`config.mk`:
```
export PLATFORM = sky130hd
export DESIGN_NAME = nvram_section_validator_top
export DESIGN_NICKNAME = d
export VERILOG_FILES = /design/src/rtl/core/nsv_pkg.sv /design/src/rtl/core/nvram_section_validator_top.sv
export SDC_FILE = /design/constraint.sdc
export NUM_CORES = 1
export LEC_CHECK = 0
export BUFFER_PORTS_ARGS = -buffer_cell sky130_fd_sc_hd__clkbuf_2
export CORE_ASPECT_RATIO = 1.5
export CORE_UTILIZATION = 50
export CTS_CLUSTER_DIAMETER = 50
export DETAILED_ROUTE_END_ITERATION = 8
export GPL_TIMING_DRIVEN = 0
export PLACE_DENSITY_LB_ADDON = 0.05
export SLEW_MARGIN = 0
export SYNTH_ARGS = -nofsm -noshare
export SYNTH_HDL_FRONTEND = slang
export SYNTH_SLANG_ARGS = --single-unit
export TNS_END_PERCENT = 100
```
`constraint.sdc`:
```
create_clock -name clock -period 8.9 [get_ports clock]
set_input_delay 0.89 -clock clock [delete_from_list [all_inputs] [get_ports clock]]
set_output_delay 0.89 -clock clock [all_outputs]
set_load 0.02 [all_outputs]
```
`src/rtl/core/nsv_pkg.sv`:
```
`timescale 1ns / 1ps
`default_nettype none

package nsv_pkg;

   // Section layout
   localparam logic [4:0]  HdrBytes    = 5'd24;
   localparam logic [4:0]  HdrCrcSpan  = 5'd20;
   localparam logic [4:0]  OffMagicEnd = 5'd3;
   localparam logic [4:0]  OffUserEnd  = 5'd7;
   localparam logic [4:0]  OffType     = 5'd8;
   localparam logic [4:0]  OffLenEnd   = 5'd15;
   localparam logic [4:0]  OffDcrcEnd  = 5'd19;
   localparam logic [4:0]  OffHdrEnd   = 5'd23;
   localparam logic [31:0] EntryMin    = 32'd10;
   localparam logic [3:0]  EntryHead   = 4'd8;
   localparam logic [3:0]  EntryLastLen = 4'd7;

   localparam logic [31:0] MagicReset = 32'hB32C41B4;
   localparam logic [31:0] CrcPoly    = 32'hEDB88320;
   localparam logic [31:0] CrcPreset  = 32'hFFFFFFFF;

   // Register map (index = byte address / 4)
   localparam logic [0:0] RegMagic = 1'b0;

   // Result beat layout
   localparam int RspBits = 80;

   typedef enum logic [1:0] {
      HDR_OK      = 2'd0,
      HDR_CRC_BAD = 2'd1,
      HDR_BAD     = 2'd2
   } hdr_status_type;

   typedef enum logic [2:0] {
      DATA_OK        = 3'd0,
      DATA_UNCHECKED = 3'd1,
      DATA_SHORT     = 3'd2,
      DATA_CRC_BAD   = 3'd3,
      DATA_MALFORMED = 3'd4
   } data_status_type;

   // Reflected CRC-32, one byte
   function automatic logic [31:0] crc_byte(input logic [31:0] crc, input logic [7:0] b);
      logic [31:0] c;
      c = crc ^ {24'd0, b};
      for (int k = 0; k < 8; k++) begin
         c = c[0] ? ((c >> 1) ^ CrcPoly) : (c >> 1);
      end
      return c;
   endfunction

endpackage

`default_nettype wire

```
`src/rtl/core/nvram_section_validator_top.sv`:
```
// Section validator: checks one stored section image streamed a byte per beat.
//
// Input channel (req_): one byte per beat in req_tdata, req_tlast on the final
// byte of the section. Result channel (rsp_): one beat per section, issued for
// the beat that carried req_tlast, holding header and data verdicts plus the
// user counter, record type and data length from the header.
// Configuration: APB-style port, register 0 at address 0 is the expected magic
// word (resets to 0xB32C41B4). Write it only while no section is in flight.
//
// Throughput: one byte per cycle while no last byte waits on a stalled result.
// Each byte passes an input register and then a single update stage (byte-wide
// CRC-32 step, header capture, entry walk counters); the result register is
// loaded by that same stage.
// The input is accepted while a result waits; only a last byte that meets a
// full, stalled result register holds in the input register and stops req_.
// Reset (synchronous, active high) empties both registers, returns the walk
// to the start of a section and restores the magic word. After each result
// the section state returns to its reset values, so the next byte opens a
// new section.
`timescale 1ns / 1ps
`default_nettype none

module nvram_section_validator_top
   import nsv_pkg::*;
(
   input  wire logic                clock,
   input  wire logic                reset,
   // input stream
   input  wire logic                req_tvalid,
   output logic                     req_tready,
   input  wire logic [7:0]          req_tdata,   // [7:0] data_byte
   input  wire logic                req_tlast,   // last_byte
   // result stream
   output logic                     rsp_tvalid,
   input  wire logic                rsp_tready,
   output logic [RspBits-1:0]       rsp_tdata,   // [1:0] header_status, [4:2] data_status,
                                                 // [36:5] user_counter, [44:37] record_type,
                                                 // [76:45] data_length, [79:77] zero
   // configuration
   input  wire logic                csr_psel,
   input  wire logic                csr_penable,
   input  wire logic                csr_pwrite,
   input  wire logic [2:0]          csr_paddr,
   input  wire logic [31:0]         csr_pwdata,
   output logic [31:0]              csr_prdata,
   output logic                     csr_pready
);

   // Configuration register
   logic [31:0] magic_word_ff;
   logic        csr_wr;

   assign csr_pready = 1'b1;
   assign csr_wr     = csr_psel && csr_penable && csr_pwrite && (csr_paddr[2] == RegMagic);
   assign csr_prdata = (csr_paddr[2] == RegMagic) ? magic_word_ff : 32'd0;

   always_ff @(posedge clock) begin
      if (reset) begin
         magic_word_ff <= MagicReset;
      end else if (csr_wr) begin
         magic_word_ff <= csr_pwdata;
      end
   end

   // Input register and flow control
   logic       s1_valid_ff, s1_valid_in;
   logic [7:0] s1_byte_ff;
   logic       s1_last_ff;
   logic       rsp_valid_ff, rsp_valid_in;
   logic       out_free, s1_go, req_take, rsp_load;

   assign out_free   = !rsp_valid_ff || rsp_tready;
   assign s1_go      = s1_valid_ff && (!s1_last_ff || out_free);
   assign req_tready = !s1_valid_ff || s1_go;
   assign req_take   = req_tvalid && req_tready;
   assign rsp_load   = s1_go && s1_last_ff;

   assign s1_valid_in  = req_take ? 1'b1 : (s1_go ? 1'b0 : s1_valid_ff);
   assign rsp_valid_in = rsp_load ? 1'b1 : (rsp_tready ? 1'b0 : rsp_valid_ff);

   always_ff @(posedge clock) begin
      if (reset) begin
         s1_valid_ff  <= 1'b0;
         rsp_valid_ff <= 1'b0;
      end else begin
         s1_valid_ff  <= s1_valid_in;
         rsp_valid_ff <= rsp_valid_in;
      end
   end

   always_ff @(posedge clock) begin
      if (req_take) begin
         s1_byte_ff <= req_tdata;
         s1_last_ff <= req_tlast;
      end
   end

   // Section state
   logic [4:0]  cnt_ff, cnt_in;           // header bytes taken, saturates at 24
   logic [31:0] crc_ff, crc_in;
   logic [31:0] hshift_ff, hshift_in;
   logic [31:0] magic_seen_ff, magic_seen_in;
   logic [31:0] user_ff, user_in;
   logic [7:0]  type_ff, type_in;
   logic [31:0] len_ff, len_in;
   logic [31:0] dcrc_ff, dcrc_in;
   logic [1:0]  verdict_ff, verdict_in;
   logic [31:0] rem_ff, rem_in;           // data bytes still expected
   logic [3:0]  phase_ff, phase_in;
   logic [63:0] ent_ff, ent_in;
   logic [32:0] left_ff, left_in;
   logic        fault_ff, fault_in;

   logic [63:0]     ent_next;
   logic [32:0]     body;
   logic [32:0]     left_dec;
   logic [31:0]     rest;
   hdr_status_type  hs_res;
   data_status_type ds_res;
   logic [31:0]     user_res, len_res;
   logic [7:0]      type_res;

   assign ent_next = {s1_byte_ff, ent_ff[63:8]};
   assign body     = {1'b0, ent_next[31:0]} + {1'b0, ent_next[63:32]};
   assign left_dec = left_ff - 33'd1;
   assign rest     = rem_ff - 32'd1;

   always_comb begin
      cnt_in        = cnt_ff;
      crc_in        = crc_ff;
      hshift_in     = hshift_ff;
      magic_seen_in = magic_seen_ff;
      user_in       = user_ff;
      type_in       = type_ff;
      len_in        = len_ff;
      dcrc_in       = dcrc_ff;
      verdict_in    = verdict_ff;
      rem_in        = rem_ff;
      phase_in      = phase_ff;
      ent_in        = ent_ff;
      left_in       = left_ff;
      fault_in      = fault_ff;
      hs_res        = HDR_OK;
      ds_res        = DATA_OK;
      user_res      = 32'd0;
      type_res      = 8'd0;
      len_res       = 32'd0;

      if (s1_go) begin
         // Header bytes: gather little-endian words and run the header CRC
         if (cnt_ff < HdrBytes) begin
            hshift_in = {s1_byte_ff, hshift_ff[31:8]};
            cnt_in    = cnt_ff + 5'd1;
            if (cnt_ff < HdrCrcSpan) begin
               crc_in = crc_byte(crc_ff, s1_byte_ff);
            end
            if (cnt_ff == OffMagicEnd) magic_seen_in = hshift_in;
            if (cnt_ff == OffUserEnd)  user_in       = hshift_in;
            if (cnt_ff == OffType)     type_in       = s1_byte_ff;
            if (cnt_ff == OffLenEnd)   len_in        = hshift_in;
            if (cnt_ff == OffDcrcEnd)  dcrc_in       = hshift_in;
            if (cnt_ff == OffHdrEnd) begin
               if (~crc_ff != hshift_in) begin
                  verdict_in = HDR_CRC_BAD;
               end else if (magic_seen_ff != magic_word_ff) begin
                  verdict_in = HDR_BAD;
               end else begin
                  verdict_in = HDR_OK;
               end
               crc_in = CrcPreset;
               rem_in = len_ff;
            end
         end else if (rem_ff != 32'd0) begin
            // Data bytes within the declared length
            crc_in = crc_byte(crc_ff, s1_byte_ff);
            rem_in = rest;
            if (!fault_ff) begin
               if (phase_ff == EntryHead) begin
                  // skip the entry body
                  left_in = left_dec;
                  if (left_dec == 33'd0) phase_in = 4'd0;
               end else if (phase_ff == 4'd0 && rem_ff < EntryMin) begin
                  fault_in = 1'b1;
               end else begin
                  ent_in   = ent_next;
                  phase_in = phase_ff + 4'd1;
                  if (phase_ff == EntryLastLen) begin
                     if (body > {1'b0, rest}) begin
                        fault_in = 1'b1;
                     end else if (body == 33'd0) begin
                        phase_in = 4'd0;
                     end else begin
                        left_in = body;
                     end
                  end
               end
            end
         end

         // Verdict on the last byte, then return to the start of a section
         if (s1_last_ff) begin
            if (cnt_in < HdrBytes) begin
               hs_res = HDR_BAD;
               ds_res = DATA_UNCHECKED;
            end else if (verdict_in != HDR_OK) begin
               hs_res = hdr_status_type'(verdict_in);
               ds_res = DATA_UNCHECKED;
            end else begin
               user_res = user_in;
               type_res = type_in;
               len_res  = len_in;
               if (rem_in != 32'd0) begin
                  ds_res = DATA_SHORT;
               end else if (~crc_in != dcrc_in) begin
                  ds_res = DATA_CRC_BAD;
               end else if (fault_in) begin
                  ds_res = DATA_MALFORMED;
               end else begin
                  ds_res = DATA_OK;
               end
            end
            cnt_in        = 5'd0;
            crc_in        = CrcPreset;
            hshift_in     = 32'd0;
            magic_seen_in = 32'd0;
            user_in       = 32'd0;
            type_in       = 8'd0;
            len_in        = 32'd0;
            dcrc_in       = 32'd0;
            verdict_in    = HDR_OK;
            rem_in        = 32'd0;
            phase_in      = 4'd0;
            ent_in        = 64'd0;
            left_in       = 33'd0;
            fault_in      = 1'b0;
         end
      end
   end

   always_ff @(posedge clock) begin
      if (reset) begin
         cnt_ff        <= 5'd0;
         crc_ff        <= CrcPreset;
         hshift_ff     <= 32'd0;
         magic_seen_ff <= 32'd0;
         user_ff       <= 32'd0;
         type_ff       <= 8'd0;
         len_ff        <= 32'd0;
         dcrc_ff       <= 32'd0;
         verdict_ff    <= HDR_OK;
         rem_ff        <= 32'd0;
         phase_ff      <= 4'd0;
         ent_ff        <= 64'd0;
         left_ff       <= 33'd0;
         fault_ff      <= 1'b0;
      end else begin
         cnt_ff        <= cnt_in;
         crc_ff        <= crc_in;
         hshift_ff     <= hshift_in;
         magic_seen_ff <= magic_seen_in;
         user_ff       <= user_in;
         type_ff       <= type_in;
         len_ff        <= len_in;
         dcrc_ff       <= dcrc_in;
         verdict_ff    <= verdict_in;
         rem_ff        <= rem_in;
         phase_ff      <= phase_in;
         ent_ff        <= ent_in;
         left_ff       <= left_in;
         fault_ff      <= fault_in;
      end
   end

   // Result register
   logic [RspBits-1:0] rsp_data_ff;

   always_ff @(posedge clock) begin
      if (rsp_load) begin
         rsp_data_ff <= {3'd0, len_res, type_res, user_res, ds_res, hs_res};
      end
   end

   assign rsp_tvalid = rsp_valid_ff;
   assign rsp_tdata  = rsp_data_ff;

endmodule

`default_nettype wire

```
==> results of run 1 <==
[power breakdown]
part           total, mW  leakage (nW)  switching [mW]  internal (mW)
Clock               2.16         0.842           0.931           1.23
Sequential          2.13          3.78          0.0435           2.08
Combinational      0.833          6.38           0.536          0.296
Total               5.12          11.0            1.51           3.61
[path summary, 6_finish.rpt]
kind	from	endpoint	slack (ns)
max	ent_ff[52]	left_ff[21]	2.45
min	req_tdata[1]	s1_byte_ff[1]	0.47
max reg2reg	ent_ff[52]	left_ff[21]	2.45
min reg2reg	ent_ff[15]	ent_ff[15]	0.48
[Yosys cell counts, types with 11 or more instances]
master	instances
o21ai_0	110
xor2_1	62
or3_1	20
inv_1	40
o22ai_1	38
a211oi_1	14
buf_1	19
dfxtp_1	359
xnor2_1	155
clkbuf_1	195
o211ai_1	22
a22oi_1	189
and2_1	20
nor2_1	320
nand4_1	39
nor2b_1	61
mux2_2	13
nand3b_1	52
buf_2	23
nand3_1	47
or4_1	18
nor4_1	39
nor3_1	50
nand2_1	464
a21oi_1	253
and3_1	17
a21o_1	29
ha_1	72
o31ai_1	12
mux2i_1	61
o21a_1	11
edfxtp_1	86
[layer usage]
metal / share of wire, % / track usage, % / wire length, um
met1: 34 / 41.69 / 36400
met2: 48 / 69.82 / 51530
met3: 7.2 / 6.951 / 7660
met4: 11 / 37.52 / 11510
met5: 0 / 0 / 0
[through the flow]
step,instance area (sq um),cells,hold WS (ns)
finish,28940,4026,0.4707
global route,28940,4025,0.4566
CTS,28930,4024,0.4489
detailed placement,27210,3932,0.4596
global placement,27180,3930,0.4455
floorplan,25540,3102,0.4362
[critical path, stage by stage (launching register included)]
cell,delay [ns]
dfxtp_1,0.45
ha_1,0.36
a21oi_1,0.31
o21ai_0,0.18
o21ai_0,0.20
a31oi_1,0.25
a221oi_1,0.47
o21ai_0,0.21
xnor2_1,0.68
inv_1,0.24
ha_1,0.35
nand3_1,0.09
or2_2,0.33
nor3_1,0.31
nand3_1,0.20
a211oi_1,0.90
o22ai_4,0.25
buf_12,0.23
mux2_4,0.29
[final cells by class]
type                    instances  area, sq um
diodes                          1        2.502
fillers                      4735        21600
repair buffers                162        835.8
clock inverters                27        299.0
inverters                      41        156.4
well taps                     669        837.1
plain buffers                 247         1017
clock buffers                  65         1418
multi-input cells            2369        14610
flip-flops and latches        445         9769
[sequential cells by signal (all words and copies together) (netlist names), 8 cells and up]
signal         count
rem_ff            32
crc_ff            32
hshift_ff         24
ent_ff            56
type_ff            8
s1_byte_ff         8
magic_seen_ff     32
rsp_tdata         77
user_ff           32
magic_word_ff     32
len_ff            32
dcrc_ff           32
left_ff           33
[logic make-up (layout without fill, tap and decap cells)]
family | after synthesis | in the layout | synth area share [%]
buffers and inverters | 288 | 542 | 4.586
xor gates and xnor gates | 227 | 227 | 8.335
and+or+nand+nor | 1198 | 1198 | 22.05
muxes | 76 | 76 | 3.082
other | 2 | 5 | 0.02941
AOI/OAI and AO/OA | 791 | 791 | 20.06
adders and majority gates | 73 | 73 | 3.606
DFF | 445 | 445 | 38.26
==> impl_metrics.env, run 1 <==
export IMPL_drt_total_wl_mm=107.1
export IMPL_grt_total_usage_pct=40.42
export IMPL_gp_congestion=1.057
export IMPL_clock_sinks=445
export IMPL_most_common_layout_cells="464 x nand2_1, 359 x dfxtp_1, 320 x nor2_1"
export IMPL_die_w_um=186.5
export IMPL_finalSetupTns_ns=0
export IMPL_max_freq_ghz=0.1551
export IMPL_ctsHoldBuffers=0
export IMPL_cp_start_kind="flip-flop"
export IMPL_clk_latency_ns=0.61
export IMPL_min_path_type="input port to flip-flop"
export IMPL_vias=25450
export IMPL_area_delta_synth_final_pct=13.35
export IMPL_synth_seq_cells=445
export IMPL_syn_area_per_cell_sq_um=8.237
export IMPL_start_util_pct=50.52
export IMPL_grt_pass1_wl_mm=156.2
export IMPL_p_leak_nw=11.01
export IMPL_fin_util_pct=57.26
export IMPL_async_flop_share_pct=0
export IMPL_rsz0062_at_grt="false"
export IMPL_ys_types=99
export IMPL_wire_per_inst_um=26.60
export IMPL_endpoint_kind="flip-flop"
export IMPL_dr_pass1_iters=6
export IMPL_syn_inst=3100
export IMPL_setup_violations_final=0
export IMPL_port_buffers=159
export IMPL_drive_gt1_share_pct=9.893
export IMPL_cp_required_ns=9.38
export IMPL_numCtsBuffers=49
export IMPL_htree_levels=2
export IMPL_first_global_vias=24620
export IMPL_final_nets=3439
export IMPL_rows=101
export IMPL_synthTopCellsByArea="dfxtp_1 28%, edfxtp_1 10%, nand2_1 6.8%"
export IMPL_synth_edf_count=86
export IMPL_cts_root_buf="clkbuf_16"
export IMPL_cts_tree="done"
export IMPL_io_pins=166
export IMPL_crit_type="flip-flop to flip-flop"
export IMPL_post_route_drc_count=0
export IMPL_clk_pin_slew_ns=0.06
export IMPL_netlist_area_sq_mm=0.02554
export IMPL_worst_pin_slew_ns=1.354
export IMPL_status="finished, final reports clean"
export IMPL_slew_violations=0
export IMPL_clk_path_buf_depth=3
export IMPL_grt_max_degree=80
export IMPL_p_per_area_mw_per_mm2=176.9
export IMPL_die_area_sq_mm=0.05200
export IMPL_worst_r2r_cell_count=18
export IMPL_core_sq_mm=0.05055
export IMPL_yosysSeqAreaShare_pct=38.26
export IMPL_viasPerCell=6.321
export IMPL_crit_arrival_ns=6.93
export IMPL_hold_viol_final=0
export IMPL_post_cts_buffers=0
export IMPL_maxCapViolCount=0
export IMPL_ir_drop_uv=151.0
export IMPL_synth_top_area_share_pct=28.14
export IMPL_critPathMaxFanout=10
export IMPL_die_h_um=278.8
export IMPL_period_minus_slack_ns=6.449
export IMPL_synth_area_leader_cell="dfxtp_1"
export IMPL_final_common_cell="nand2_1"
export IMPL_yosysWarningCount=0
export IMPL_grt_overflow_total=0
export IMPL_finalCritPeriodShare_pct=72.46
export IMPL_hpwl_mm=82.01
export IMPL_min_path_cells=1
export IMPL_cts_resized=0
export IMPL_power_mw=5.121
export IMPL_fin_skew_ns=0.02792
export IMPL_dpl_worst_slack_ns=2.725
export IMPL_relSlewSlack_pct=9.725
export IMPL_antenna_found_initial=1
export IMPL_antenna_left=0
export IMPL_setup_ws_ns=2.451
export IMPL_drt_initial_drc_count=2376
export IMPL_synthFlopType="dfxtp_1"
(Power assumes the default switching activity.)
==> inputs of run 2 (changes only) <==
==> constraint.sdc (replaced) <==
create_clock -name clock -period 6.1 [get_ports clock]
set_input_delay 0.61 -clock clock [delete_from_list [all_inputs] [get_ports clock]]
set_output_delay 0.61 -clock clock [all_outputs]
set_load 0.02 [all_outputs]
==> impl_metrics.env, run 2 (same netlist as run 1, synthesis figures left out) <==
export IMPL_start_util_pct=50.52
export IMPL_die_area_sq_mm=0.05200
export IMPL_core_sq_mm=0.05055
export IMPL_gp_congestion=1.057
export IMPL_worst_r2r_cell_count=19
export IMPL_antenna_found_initial=1
export IMPL_finalCritPeriodShare_pct=95.97
export IMPL_vias=25370
export IMPL_clk_latency_ns=0.61
export IMPL_hpwl_mm=82.01
export IMPL_drt_total_wl_mm=106.8
export IMPL_status="finished, final reports clean"
export IMPL_cp_start_kind="flip-flop"
export IMPL_die_w_um=186.5
export IMPL_worstPathCellList="ha_1, a21oi_1, o21ai_0, o21ai_0, a31oi_2, a221oi_1, o21ai_0, xnor2_2, inv_1, ha_1, nand3_1, or2_2, nor3_1, inv_1, o21ai_0, a211oi_2, o22ai_4, buf_12, mux2_4"
export IMPL_grt_total_usage_pct=40.43
export IMPL_numCtsBuffers=49
export IMPL_setup_violations_final=0
export IMPL_die_h_um=278.8
export IMPL_endpoint_kind="flip-flop"
export IMPL_fin_skew_ns=0.03064
export IMPL_path_delay_family="compound AO/OA/AOI/OAI gates"
export IMPL_worst_pin_slew_ns=1.372
export IMPL_clock_sinks=445
export IMPL_htree_levels=2
export IMPL_viasPerCell=6.302
export IMPL_cp_depth=19
export IMPL_maxCapViolCount=0
export IMPL_fin_util_pct=57.31
export IMPL_rsz0062_at_grt="false"
export IMPL_post_cts_buffers=0
export IMPL_drt_initial_drc_count=2326
export IMPL_dr_pass1_iters=8
export IMPL_crit_arrival_ns=6.33
export IMPL_ir_drop_uv=221.6
export IMPL_largest_reg_flops=77
export IMPL_crit_start="ent_ff[52]"
export IMPL_cts_tree="done"
export IMPL_min_path_type="input port to flip-flop"
export IMPL_final_common_cell="nand2_1"
export IMPL_cts_root_buf="clkbuf_16"
export IMPL_hold_viol_final=0
export IMPL_ctsHoldBuffers=0
export IMPL_fin_cells=4026
export IMPL_p_leak_nw=11.01
export IMPL_antenna_left=0
export IMPL_crit_type="flip-flop to flip-flop"
export IMPL_clk_path_buf_depth=3
export IMPL_max_freq_ghz=0.1708
export IMPL_most_common_layout_cells="464 x nand2_1, 359 x dfxtp_1, 320 x nor2_1"
export IMPL_drive_gt1_share_pct=10.01
export IMPL_r2r_slack_ns=0.25
export IMPL_slew_violations=0
export IMPL_clk_pin_slew_ns=0.06
export IMPL_grt_overflow_total=0
export IMPL_relSlewSlack_pct=8.512
export IMPL_rows=101
export IMPL_grt_max_degree=80
export IMPL_post_route_drc_count=0
export IMPL_grt_pass1_wl_mm=156.3
export IMPL_cts_resized=1
export IMPL_cp_required_ns=6.58
export IMPL_post_place_cells=3932
export IMPL_critPathMaxFanout=10
export IMPL_final_nets=3439
export IMPL_wire_per_inst_um=26.54
export IMPL_first_global_vias=24650
export IMPL_cp_common_cell="o21ai_0"
export IMPL_area_delta_synth_final_pct=13.44
export IMPL_r2r_start="ent_ff[52]"
export IMPL_port_buffers=159
export IMPL_r2r_end="left_ff[21]"
export IMPL_critical_path_buf_inv_count=3
export IMPL_p_per_area_mw_per_mm2=257.9
export IMPL_critPathCapture="left_ff[21]"
export IMPL_io_pins=166
export IMPL_max_stage_delay_ns=0.45
export IMPL_cpMaxStageDelayCell="dfxtp_1"
export IMPL_period_minus_slack_ns=5.854
[run 2: cell counts in the layout (fill, tap and decap cells not counted)]
Identical to the previous run, type by type.
[run 2: final cells by class]
cell class                 instances  area, sq um
tap                              669        837.1
clock buffer                      65         1418
clock inverter                    27        299.0
inverter                          41        156.4
timing repair buffer             162        835.8
buffer                           247         1017
multi-input combinational       2369        14630
fill                            4731        21580
sequential                       445         9769
antenna                            1        2.502
[run 2: worst min-delay path by stage]
stage | start | end | slack, ns | depth (start not counted)
2_1_floorplan | ent_ff[10] | ent_ff[10] | 0.44 | 2
3_3_place_gp | ent_ff[8] | ent_ff[8] | 0.45 | 2
5_1_grt | req_tdata[0] | s1_byte_ff[0] | 0.18 | 1
4_1_cts | req_tdata[1] | s1_byte_ff[1] | 0.17 | 1
3_5_place_dp | ent_ff[8] | ent_ff[8] | 0.46 | 2
6_report | req_tdata[1] | s1_byte_ff[1] | 0.19 | 1
[run 2: per-stage QoR]
stage               hold WS (ns)  TNS, ns  setup WS (ns)  power (mW)  cell area [sq um]
floorplan                 0.4362        0          1.435       3.938              25540
global placement          0.4455  -0.1525       -0.07663       4.333              27180
detailed placement        0.4596  -0.1461       -0.07463       4.339              27210
CTS                       0.1689        0         0.1460       7.448              28930
global route              0.1766        0        0.02068       7.651              28970
finish                    0.1901        0         0.2459       7.470              28970
[run 2: routing by layer]
metal	vias to the layer above	track usage [%]	wire length [um]
li1	11490	-	-
met1	12040	41.87	36430
met2	1374	70.17	51730
met3	476	6.586	7446
met4	0	36.93	11250
met5	-	0	0
[run 2: report_power, final]
part	total [mW]	internal, mW	switching [mW]
Sequential	3.10	3.04	0.0637
Clock	3.15	1.79	1.35
Combinational	1.22	0.433	0.785
